$ cat src/rtl/core/gcol_pkg.sv
// Shared constants and control types for the greedy graph colouring unit.
// No dependencies; compile before every other file of the block.
`default_nettype none

package gcol_pkg;

  localparam int MaxVerticesDef = 64;   // default capacity of the colour store
  localparam int MaskW          = 64;   // adjacency bits per vertex
  localparam int ColourW        = 6;    // colour and vertex index width
  localparam int CountW         = 7;    // vertex and colour counters

  // Commands from the controller to the datapath
  typedef struct packed {
    logic load;      // transfer in an item, apply the start flag
    logic scan_rd;   // read one stored colour, advance the scan
    logic commit;    // write the result register and update the map
  } gcol_cmd_t;

  // Status from the datapath to the controller
  typedef struct packed {
    logic full;       // map holds its capacity of vertices
    logic scan_done;  // every earlier vertex has been read
    logic out_free;   // result register can take a new result
  } gcol_sts_t;

endpackage

`default_nettype wire

$ cat src/rtl/core/gcol_if.sv
// Valid/ready channel interfaces for the colouring unit's item and result streams.
// Depends on gcol_pkg for field widths.
`default_nettype none

interface gcol_in_if;
  logic                         valid;
  logic                         ready;
  logic                         start_new_map;
  logic [gcol_pkg::MaskW-1:0]   neighbour_mask;

  modport source (output valid, output start_new_map, output neighbour_mask, input ready);
  modport sink   (input valid, input start_new_map, input neighbour_mask, output ready);
endinterface

interface gcol_out_if;
  logic                         valid;
  logic                         ready;
  logic [gcol_pkg::ColourW-1:0] vertex_index;
  logic [gcol_pkg::ColourW-1:0] colour;
  logic [gcol_pkg::CountW-1:0]  colours_in_use;
  logic                         overflow;

  modport source (output valid, output vertex_index, output colour,
                  output colours_in_use, output overflow, input ready);
  modport sink   (input valid, input vertex_index, input colour,
                  input colours_in_use, input overflow, output ready);
endinterface

`default_nettype wire

$ cat src/rtl/core/gcol_ctrl.sv
// Controller for the colouring unit: sequences load, colour-store scan and commit.
// Depends on gcol_pkg for the command and status structs.
`default_nettype none

module gcol_ctrl (
  input  wire logic                clk,
  input  wire logic                rst_n,
  input  wire logic                in_valid,
  output logic                     in_ready,
  input  wire gcol_pkg::gcol_sts_t sts,
  output gcol_pkg::gcol_cmd_t      cmd
);
  import gcol_pkg::*;

  typedef enum logic [1:0] {
    ST_IDLE,
    ST_SCAN,
    ST_EMIT
  } state_t;

  state_t state_r;
  state_t state_nxt;

  assign in_ready = (state_r == ST_IDLE);

  always_comb begin
    state_nxt   = state_r;
    cmd.load    = 1'b0;
    cmd.scan_rd = 1'b0;
    cmd.commit  = 1'b0;
    case (state_r)
      ST_IDLE: begin
        if (in_valid) begin
          cmd.load  = 1'b1;
          state_nxt = ST_SCAN;
        end
      end
      ST_SCAN: begin
        // a full map skips the scan and reports overflow
        if (sts.full || sts.scan_done) begin
          state_nxt = ST_EMIT;
        end else begin
          cmd.scan_rd = 1'b1;
        end
      end
      ST_EMIT: begin
        if (sts.out_free) begin
          cmd.commit = 1'b1;
          state_nxt  = ST_IDLE;
        end
      end
      default: begin
        state_nxt = ST_IDLE;
      end
    endcase
  end

  always_ff @(posedge clk) begin
    if (!rst_n) begin
      state_r <= ST_IDLE;
    end else begin
      state_r <= state_nxt;
    end
  end

endmodule

`default_nettype wire

$ cat src/rtl/core/gcol_dp.sv
// Datapath for the colouring unit: colour store, used-colour set, counters and
// result register. Depends on gcol_pkg and gcol_if.
`default_nettype none

module gcol_dp #(
  parameter int MAX_VERTICES = gcol_pkg::MaxVerticesDef
) (
  input  wire logic                       clk,
  input  wire logic                       rst_n,
  input  wire logic                       in_start_new_map,
  input  wire logic [gcol_pkg::MaskW-1:0] in_neighbour_mask,
  input  wire gcol_pkg::gcol_cmd_t        cmd,
  output gcol_pkg::gcol_sts_t             sts,
  gcol_out_if.source                      out_ch
);
  import gcol_pkg::*;

  localparam int AddrW = (MAX_VERTICES > 1) ? $clog2(MAX_VERTICES) : 1;
  localparam logic [CountW-1:0] Cap = CountW'(MAX_VERTICES);

  logic [ColourW-1:0] colour_mem [MAX_VERTICES];

  logic [MaskW-1:0]   mask_r;
  logic [MaskW-1:0]   used_r;
  logic [CountW-1:0]  vertex_count_r;
  logic [CountW-1:0]  colour_count_r;
  logic [CountW-1:0]  scan_cnt_r;
  logic               rd_valid_r;
  logic [ColourW-1:0] rd_idx_r;
  logic [ColourW-1:0] rd_data_r;

  logic               out_valid_r;
  logic [ColourW-1:0] out_vertex_index_r;
  logic [ColourW-1:0] out_colour_r;
  logic [CountW-1:0]  out_colours_in_use_r;
  logic               out_overflow_r;

  logic [ColourW-1:0] free_colour;
  logic               opens_new;

  assign sts.full      = (vertex_count_r >= Cap);
  assign sts.scan_done = (scan_cnt_r == vertex_count_r);
  assign sts.out_free  = !out_valid_r || out_ch.ready;

  // Lowest clear bit of the used set; colours at or above colour_count are
  // never marked, so a clear bit always exists below capacity.
  always_comb begin
    free_colour = '0;
    for (int i = MaskW - 1; i >= 0; i--) begin
      if (!used_r[i]) begin
        free_colour = ColourW'(i);
      end
    end
  end

  assign opens_new = ({1'b0, free_colour} == colour_count_r);

  // Colour store: one write at each commit that does not overflow, one registered read per scan step
  always_ff @(posedge clk) begin
    if (cmd.commit && !sts.full) begin
      colour_mem[vertex_count_r[AddrW-1:0]] <= free_colour;
    end
    rd_data_r <= colour_mem[scan_cnt_r[AddrW-1:0]];
    rd_idx_r  <= ColourW'(scan_cnt_r[AddrW-1:0]);
  end

  // Payload: mask and used set
  always_ff @(posedge clk) begin
    if (cmd.load) begin
      mask_r <= in_neighbour_mask;
      used_r <= '0;
    end else if (rd_valid_r && mask_r[rd_idx_r]) begin
      used_r[rd_data_r] <= 1'b1;
    end
  end

  always_ff @(posedge clk) begin
    if (!rst_n) begin
      vertex_count_r <= '0;
      colour_count_r <= '0;
      scan_cnt_r     <= '0;
      rd_valid_r     <= 1'b0;
      out_valid_r    <= 1'b0;
    end else begin
      rd_valid_r <= cmd.scan_rd;
      if (cmd.load) begin
        scan_cnt_r <= '0;
        if (in_start_new_map) begin
          vertex_count_r <= '0;
          colour_count_r <= '0;
        end
      end else if (cmd.scan_rd) begin
        scan_cnt_r <= scan_cnt_r + 1'b1;
      end
      if (cmd.commit) begin
        out_valid_r <= 1'b1;
        if (!sts.full) begin
          vertex_count_r <= vertex_count_r + 1'b1;
          if (opens_new) begin
            colour_count_r <= colour_count_r + 1'b1;
          end
        end
      end else if (out_ch.ready) begin
        out_valid_r <= 1'b0;
      end
    end
  end

  // Result payload: hold until the next commit
  always_ff @(posedge clk) begin
    if (cmd.commit) begin
      if (sts.full) begin
        out_vertex_index_r   <= '0;
        out_colour_r         <= '0;
        out_colours_in_use_r <= colour_count_r;
        out_overflow_r       <= 1'b1;
      end else begin
        out_vertex_index_r   <= vertex_count_r[ColourW-1:0];
        out_colour_r         <= free_colour;
        out_colours_in_use_r <= opens_new ? colour_count_r + 1'b1 : colour_count_r;
        out_overflow_r       <= 1'b0;
      end
    end
  end

  assign out_ch.valid          = out_valid_r;
  assign out_ch.vertex_index   = out_vertex_index_r;
  assign out_ch.colour         = out_colour_r;
  assign out_ch.colours_in_use = out_colours_in_use_r;
  assign out_ch.overflow       = out_overflow_r;

  a_commit_free: assert property (@(posedge clk) disable iff (!rst_n)
    cmd.commit |-> (!out_valid_r || out_ch.ready))
    else $error("commit while result register occupied");

  a_commit_shows: assert property (@(posedge clk) disable iff (!rst_n)
    cmd.commit |=> out_ch.valid)
    else $error("committed result not presented");

  a_counts: assert property (@(posedge clk) disable iff (!rst_n)
    colour_count_r <= vertex_count_r)
    else $error("more colours than vertices");

  a_colour_range: assert property (@(posedge clk) disable iff (!rst_n)
    (out_ch.valid && !out_ch.overflow) |-> ({1'b0, out_ch.colour} < out_ch.colours_in_use))
    else $error("colour not below colours in use");

endmodule

`default_nettype wire

$ cat src/rtl/core/greedy_graph_colouring_unit.sv
// First-fit greedy vertex colouring, top level. Depends on gcol_pkg, gcol_if,
// gcol_ctrl and gcol_dp.
// Each item scans the colour store, one earlier vertex per cycle (overflow items skip
// the scan), then commits its result once the result register is free.
// A new item is taken only after the previous one has been committed.
// Reset (rst_n low, synchronous) empties the map; the colour store needs no clearing.
`default_nettype none

module greedy_graph_colouring_unit #(
  parameter int MAX_VERTICES = gcol_pkg::MaxVerticesDef
) (
  input  wire logic clk,
  input  wire logic rst_n,
  gcol_in_if.sink   in_ch,
  gcol_out_if.source out_ch
);
  import gcol_pkg::*;

  gcol_cmd_t cmd;
  gcol_sts_t sts;

  gcol_ctrl u_ctrl (
    .clk      (clk),
    .rst_n    (rst_n),
    .in_valid (in_ch.valid),
    .in_ready (in_ch.ready),
    .sts      (sts),
    .cmd      (cmd)
  );

  gcol_dp #(
    .MAX_VERTICES (MAX_VERTICES)
  ) u_dp (
    .clk               (clk),
    .rst_n             (rst_n),
    .in_start_new_map  (in_ch.start_new_map),
    .in_neighbour_mask (in_ch.neighbour_mask),
    .cmd               (cmd),
    .sts               (sts),
    .out_ch            (out_ch)
  );

endmodule

`default_nettype wire
$ cat src/flat_wrapper.sv
// flat-port wrapper written by rule: the top's interface ports become plain ports
module greedy_graph_colouring_unit_flat import gcol_pkg::*;
#(
  parameter int MAX_VERTICES = gcol_pkg::MaxVerticesDef
)
  (clk, rst_n, in_ch_valid, in_ch_start_new_map, in_ch_neighbour_mask, in_ch_ready, out_ch_valid, out_ch_vertex_index, out_ch_colour, out_ch_colours_in_use, out_ch_overflow, out_ch_ready);
  gcol_in_if in_ch_i ();
  gcol_out_if out_ch_i ();
  input  wire logic clk;
  input  wire logic rst_n;
  input wire logic [$bits(in_ch_i.valid)-1:0] in_ch_valid;
  input wire logic [$bits(in_ch_i.start_new_map)-1:0] in_ch_start_new_map;
  input wire logic [$bits(in_ch_i.neighbour_mask)-1:0] in_ch_neighbour_mask;
  output wire logic [$bits(in_ch_i.ready)-1:0] in_ch_ready;
  output wire logic [$bits(out_ch_i.valid)-1:0] out_ch_valid;
  output wire logic [$bits(out_ch_i.vertex_index)-1:0] out_ch_vertex_index;
  output wire logic [$bits(out_ch_i.colour)-1:0] out_ch_colour;
  output wire logic [$bits(out_ch_i.colours_in_use)-1:0] out_ch_colours_in_use;
  output wire logic [$bits(out_ch_i.overflow)-1:0] out_ch_overflow;
  input wire logic [$bits(out_ch_i.ready)-1:0] out_ch_ready;
  assign in_ch_i.valid = in_ch_valid;
  assign in_ch_i.start_new_map = in_ch_start_new_map;
  assign in_ch_i.neighbour_mask = in_ch_neighbour_mask;
  assign in_ch_ready = in_ch_i.ready;
  assign out_ch_valid = out_ch_i.valid;
  assign out_ch_vertex_index = out_ch_i.vertex_index;
  assign out_ch_colour = out_ch_i.colour;
  assign out_ch_colours_in_use = out_ch_i.colours_in_use;
  assign out_ch_overflow = out_ch_i.overflow;
  assign out_ch_i.ready = out_ch_ready;
  greedy_graph_colouring_unit #(.MAX_VERTICES(MAX_VERTICES)) u_core (.clk(clk), .rst_n(rst_n), .in_ch(in_ch_i), .out_ch(out_ch_i));
endmodule
$ cat config.mk
export PLATFORM = sky130hd
export DESIGN_NAME = greedy_graph_colouring_unit_flat
export DESIGN_NICKNAME = d
export VERILOG_FILES = /design/src/rtl/core/gcol_pkg.sv /design/src/rtl/core/gcol_if.sv /design/src/rtl/core/gcol_ctrl.sv /design/src/rtl/core/gcol_dp.sv /design/src/rtl/core/greedy_graph_colouring_unit.sv /design/src/flat_wrapper.sv
export SDC_FILE = /design/constraint.sdc
export NUM_CORES = 1
export LEC_CHECK = 0
export ABC_CLOCK_PERIOD_IN_PS = 5600
export BUFFER_PORTS_ARGS = -buffer_cell sky130_fd_sc_hd__buf_2
export CORE_ASPECT_RATIO = 2
export CORE_MARGIN = 1
export CORE_UTILIZATION = 53
export DETAILED_ROUTE_END_ITERATION = 16
export GPL_TIMING_DRIVEN = 0
export PLACE_DENSITY = 0.7
export SKIP_CTS_REPAIR_TIMING = 1
export SYNTH_ARGS = -nofsm -noshare
export SYNTH_HDL_FRONTEND = slang
export SYNTH_SLANG_ARGS = --single-unit
$ cat constraint.sdc
create_clock -name clk -period 5.6 [get_ports clk]
set_input_delay 0.28 -clock clk [delete_from_list [all_inputs] [get_ports clk]]
set_output_delay 0.28 -clock clk [all_outputs]
set_load 0.01 [all_outputs]
==> results of run 1 <==
## worst max-delay path by stage
stage,from,end,slack [ns]
final,u_core.u_dp.scan_cnt_r[0],u_core.u_dp.rd_data_r[3],1.69
after global routing,u_core.u_dp.scan_cnt_r[0],u_core.u_dp.rd_data_r[3],1.53
after CTS,u_core.u_dp.scan_cnt_r[0],u_core.u_dp.rd_data_r[4],1.60
after detailed placement,u_core.u_dp.scan_cnt_r[0],u_core.u_dp.rd_data_r[4],1.64
after global placement,u_core.u_dp.used_r[41],u_core.u_dp.colour_mem[46][1],-0.84
after floorplan,u_core.u_dp.used_r[3],u_core.u_dp.out_ch.colours_in_use[3],1.91
## state kept, by name, summed over array words and instances, names as in the netlist, 7 cells and up
name,flops
u_core.u_dp.scan_cnt_r,7
u_core.u_dp.mask_r,64
u_core.u_dp.out_ch.colours_in_use,7
u_core.u_dp.used_r,64
u_core.u_dp.colour_mem,384
u_core.u_dp.colour_count_r,7
u_core.u_dp.vertex_count_r,7
## worst max-delay path, cell delays in order, from the launching register on
cell and delay [ns]:
dfxtp_1 0.36, clkbuf_1 0.61, buf_2 0.50, buf_1 0.64
mux4_2 0.64, mux4_2 0.55, mux4_2 0.49
## through the flow
stage / area, um^2 / cells / util, % / TNS, ns / worst slack, ns
2_1_floorplan: 22600 / 1311 / - / 0 / 1.91
6_report: 26300 / 2102 / 62.8 / 0 / 1.69
5_1_grt: 26300 / 2102 / 62.8 / 0 / 1.53
3_3_place_gp: 23800 / 1941 / 56.7 / -125.79 / -0.836
4_1_cts: 25700 / 2038 / 61.2 / 0 / 1.60
3_5_place_dp: 24000 / 1951 / 57.3 / 0 / 1.64
## report_power, final
group | internal [W] | switching (W)
Sequential | 0.00457 | 0.0000163
Combinational | 0.0000830 | 0.0000946
Clock | 0.00197 | 0.00151
## layout make-up
class / instances / area share, %
buffer: 60 / 0.923
clock buffer: 63 / 5.09
inverter: 22 / 0.314
tap: 540 / 2.57
clock inverter: 24 / 1.13
multi-input combinational: 660 / 23.9
sequential: 569 / 61.1
timing repair buffer: 164 / 4.99
## layout by cell type (no fill, tap or decap), drive strengths merged, types with 13 or more instances in the layout
master | Yosys | final
inv | 22 | 23
mux4 | 147 | 147
dlygate4sd3 | 0 | 64
nand4 | 27 | 27
dfxtp | 101 | 101
nand3 | 21 | 21
clkinv | 0 | 15
clkbuf | 42 | 105
nor2 | 102 | 102
o21ai | 71 | 71
nand2 | 94 | 94
a22o | 13 | 13
nor2b | 14 | 14
buf | 18 | 117
edfxtp | 468 | 468
## metal layers
layer  vias up  routed length [um]  track usage (%)  part of all wire [%]
met4         0                3520             15.1                   6.3
met3       160                2470             2.87                   4.4
met1      6573               17600             25.4                    31
met2       501               32400             49.4                    58
li1       5642                   -                -                     -
met5         -                   0                0                     0
## logic make-up (layout without fill, tap and decap cells)
kind of cell	Yosys count	in the layout	share of synthesized area, %
flops	569	569	71.0
xor+xnor	21	21	0.813
fa+ha+maj	4	4	0.221
compound gates	146	146	4.15
simple gates	337	337	7.49
buf+inv	82	333	1.42
mux	152	152	14.9
==> results.toml, run 1 <==
[synthesis]
syn_inst = 1311
yosys_warnings = 0
synth.top_cell.area_share_pct = 62.1
synth_seq_cells = 569
yosys_most_used_dff = "edfxtp_1"
yosysTopAreaCell = "edfxtp_1"
syn_avg_cell_area_um2 = 17.3
synthArstFlopShare_pct = 0
synth_area_leaders = "edfxtp_1 (62%), mux4_2 (15%), dfxtp_1 (8.9%), nor2_1 (1.7%), nand2_1 (1.6%)"
synth_edf_count = 468
synth.cell_area_um2 = 22600
synth-seq-area-share_pct = 71.0
yosysUniqueCellTypes = 68
synthTopCellsByCount = "edfxtp_1 (468), mux4_2 (147), nor2_1 (102)"
yosysMostFrequentCell = "edfxtp_1"
syn-num-nets = 1384

[timing]
min_period_ns = 3.91
rsz0062_at_grt = "false"
drv_slew = 0
fin_crit_sh_pct = 69.9
tightest_slew_ns = 1.11
skew_ns = 0.0184
fmax_mhz = 256
relSlewSlack_pct = 24.8
hold_viol_final = 0
worst_hold_slack_ns = 0.0836
setup_viol_count_final = 0

[drt]
vias_per_cell = 6.13
avgRoutedWirePerCell_um = 26.6
drt-pass1-iter-count = 6
routed_wirelength_mm = 56.0
postRouteAntennaNets = 0
vias = 12900
drc = 0
initialDrtViolationCount = 852

[power_and_ir_drop]
powerDensity_nw_per_um2 = 313
p_leak_nw = 8.62
vdd_drop_max_mv = 0.220
power_w = 0.00824

[floorplanning]
core_um2 = 41900
start_util_pct = 54.0
rows = 106
ios = 91
die-area_um2 = 43600
die_w_um = 148
die_height_um = 294

[outcome]
status = "completed"

[placed_design]
place_hpwl_mm = 38.9
gp_congestion = 0.980
io_buffer_count = 90

[cells_and_area]
drive_gt1_share_pct = 22.3
regArea_um2 = 16100
n_fill_cell = 2952
finalNetCount = 1597
syn_to_final_growth_pct = 16.2
multi_input_area_um2 = 6280
diodes = 0

[critical_path]
rrSetupSlack_ns = 1.69
crit_type = "reg -> reg"
r2r-end = "u_core.u_dp.rd_data_r[3]"
reg2reg_from = "u_core.u_dp.scan_cnt_r[0]"
r2r_cells = 6
crit_arrival_ns = 4.36
cp_data_required_time_ns = 6.05
critPathCaptureType = "flip-flop"
path_max_fanout = 10
cp-start-kind = "flip-flop"

[cts]
cts_root_buffer = "clkbuf_16"
cts_sinks = 569
clkTransAtPathRegs_ns = 0.07
cts_buffers = 47
cts_tree = "done"
cts-htree-levels = 2
clock_path_buffers = 3
worstSkewPairLatency_ns = 0.58

[global_route]
antenna_found_initial = 0
grt.overflow.total = 0
grt_pass1_vias = 13100
grt_pass1_wl_mm = 79.9
grt_usage_pct = 25.4
grt_start_max_net_pins = 68

[min_path]
min_path_type = "in -> reg"
hp-start = "out_ch_ready"
holdPathStages = 3
worst_hold_path.endpoint = "u_core.u_dp.out_ch.valid"

[flow_run]
drv_cap = 0
Power figures use the tool's default switching activity.
==> run 2: changes to the inputs <==
--- a/config.mk
+++ b/config.mk
@@ -5,14 +5,14 @@
 export SDC_FILE = /design/constraint.sdc
 export NUM_CORES = 1
 export LEC_CHECK = 0
-export ABC_CLOCK_PERIOD_IN_PS = 5600
+export ABC_CLOCK_PERIOD_IN_PS = 3200
 export BUFFER_PORTS_ARGS = -buffer_cell sky130_fd_sc_hd__buf_2
 export CORE_ASPECT_RATIO = 2
 export CORE_MARGIN = 1
 export CORE_UTILIZATION = 53
 export DETAILED_ROUTE_END_ITERATION = 16
 export GPL_TIMING_DRIVEN = 0
-export PLACE_DENSITY = 0.7
+export PLACE_DENSITY = 0.73
 export SKIP_CTS_REPAIR_TIMING = 1
 export SYNTH_ARGS = -nofsm -noshare
 export SYNTH_HDL_FRONTEND = slang
==> constraint.sdc (replaced) <==
create_clock -name clk -period 3.2 [get_ports clk]
set_input_delay 0.16 -clock clk [delete_from_list [all_inputs] [get_ports clk]]
set_output_delay 0.16 -clock clk [all_outputs]
set_load 0.01 [all_outputs]
==> run 2 against run 1 <==
First-iteration DRC count increased by 27%. Critical path depth increased by 6. Die area unchanged. Largest cell class unchanged.
==> results.toml, run 2 (same netlist as run 1, synthesis figures left out) <==
[cts]
worstSkewPairLatency_ns = 0.58
cts_buffers = 46
cts-htree-levels = 2
clock_path_buffers = 3
cts_root_buffer = "clkbuf_16"
cts_sinks = 569
cts_tree = "done"
clkTransAtPathRegs_ns = 0.07

[timing]
drv_slew = 0
min_period_ns = 3.16
tightest_slew_ns = 0.936
setup_viol_count_final = 0
rsz0062_at_grt = "true"
fmax_mhz = 317
skew_ns = 0.0172
hold_viol_final = 0
fin_crit_sh_pct = 98.6
relSlewSlack_pct = 37.6

[drt]
vias_per_cell = 6.21
avgRoutedWirePerCell_um = 27.5
initialDrtViolationCount = 1082
vias = 13200
postRouteAntennaNets = 0
routed_wirelength_mm = 58.5
drt-pass1-iter-count = 7
drc = 0

[critical_path]
cp-endpoint = "u_core.u_dp.out_ch.colours_in_use[3]"
path_max_fanout = 12
cpMostUsedCell = "xnor2_1"
cp_data_required_time_ns = 3.51
rrSetupSlack_ns = 0.04
crit_start = "u_core.u_dp.used_r[19]"
crit_arrival_ns = 3.46
r2r-end = "u_core.u_dp.out_ch.colours_in_use[3]"
crit_type = "reg -> reg"
reg2reg_from = "u_core.u_dp.used_r[19]"
critPathCaptureType = "flip-flop"
r2r_cells = 12
cp-start-kind = "flip-flop"
cp_slowest_stage_delay_ns = 0.64
slowest_stage = "or4_4"
path_cells = "nand4_1 > or4_4 > a211oi_4 > buf_6 > buf_16 > xnor2_1 > a221oi_2 > o2111ai_4 > nor4_4 > buf_4 > nand2_1 > xnor2_1"

[outcome]
status = "completed"

[global_route]
grt_pass1_wl_mm = 81.1
grt_start_max_net_pins = 68
grt_usage_pct = 25.8
grt.overflow.total = 0
grt_pass1_vias = 13200
antenna_found_initial = 0

[floorplanning]
die_w_um = 148
die-area_um2 = 43600
ios = 91
rows = 106
die_height_um = 294
start_util_pct = 54.0
core_um2 = 41900

[placed_design]
io_buffer_count = 90
place_hpwl_mm = 38.6
gp_congestion = 0.969
placed_area_um2 = 24000

[power_and_ir_drop]
powerDensity_nw_per_um2 = 534
power_w = 0.0142
p_leak_nw = 8.81
vdd_drop_max_mv = 0.376

[cells_and_area]
mostFrequentLayoutCells = "edfxtp_1 (468), mux4_2 (147), nor2_1 (99)"
drive_gt1_share_pct = 26.8
syn_to_final_growth_pct = 17.8
largest_reg_flops = 384
n_fill_cell = 2834
finalNetCount = 1625
final_common_cell = "edfxtp_1"
fin_area_um2 = 26600

[flow_run]
drv_cap = 0

[min_path]
min_path_type = "in -> reg"
run 2: cell count changes in the layout (fill, tap and decap cells not counted), sizes merged, moves of 2 or more:
cell      previous run  this run
clkinv              15        11
clkinvlp             2         4
inv                 23        29
clkbuf             105       110
buf                117       133
diode                0         2
run 2: worst min-delay path by stage:
stage,start,to,slack [ns],cells after the start
global route,rst_n,u_core.u_dp.colour_count_r[0],0.07,5
detailed placement,in_ch_neighbour_mask[30],u_core.u_dp.mask_r[30],0.34,1
CTS,in_ch_neighbour_mask[30],u_core.u_dp.mask_r[30],-0.25,1
finish,rst_n,u_core.u_dp.colour_count_r[0],0.04,5
global placement,in_ch_neighbour_mask[34],u_core.u_dp.mask_r[34],0.34,1
floorplan,in_ch_neighbour_mask[0],u_core.u_dp.mask_r[0],0.26,0
run 2: cell type report:
type | instances | area, um^2 | share of cell area (%)
timing repair buffer | 193 | 1570 | 5.87
clock inverter | 27 | 277 | 1.04
sequential | 569 | 16100 | 60.5
antenna | 2 | 5.00 | 0.0188
buffer | 58 | 278 | 1.04
multi-input combinational | 662 | 6360 | 23.9
tap | 540 | 676 | 2.54
clock buffer | 57 | 1290 | 4.84
inverter | 22 | 82.6 | 0.310
run 2: power by group:
group          switching, W  internal [W]  total, W
combinational      0.000171      0.000151  0.000323
clock               0.00261       0.00328   0.00589
sequential        0.0000282       0.00799   0.00802
total               0.00280        0.0114    0.0142
run 2: through the flow:
stage	instances	utilization [%]	setup TNS, ns	hold WS [ns]	worst slack [ns]
after global routing	2128	63.6	-0.103	0.0743	-0.0421
after CTS	2034	61.0	-35.54	-0.251	-0.789
after detailed placement	1950	57.3	-33.50	0.339	-0.785
after global placement	1941	56.8	-489.50	0.337	-1.94
final	2130	63.6	0	0.0419	0.0449
after floorplan	1311	-	-6.75	0.259	-0.374
run 2: layer usage:
metal,vias up,share of wire (%),global-route usage (%)
li1,5703,-,-
met4,0,7.8,16.6
met3,222,5.9,3.77
met1,6679,31,25.5
met2,623,56,49.0
met5,-,0,0
run 2: critical path: cells and delay by family (launching register included):
kind / cells / cell delay (ns)
flip-flops: 1 / 0.37
XOR/XNOR: 2 / 0.22
buffers and inverters: 3 / 0.50
AO/OA/AOI/OAI: 3 / 0.62
AND/OR/NAND/NOR: 4 / 1.18
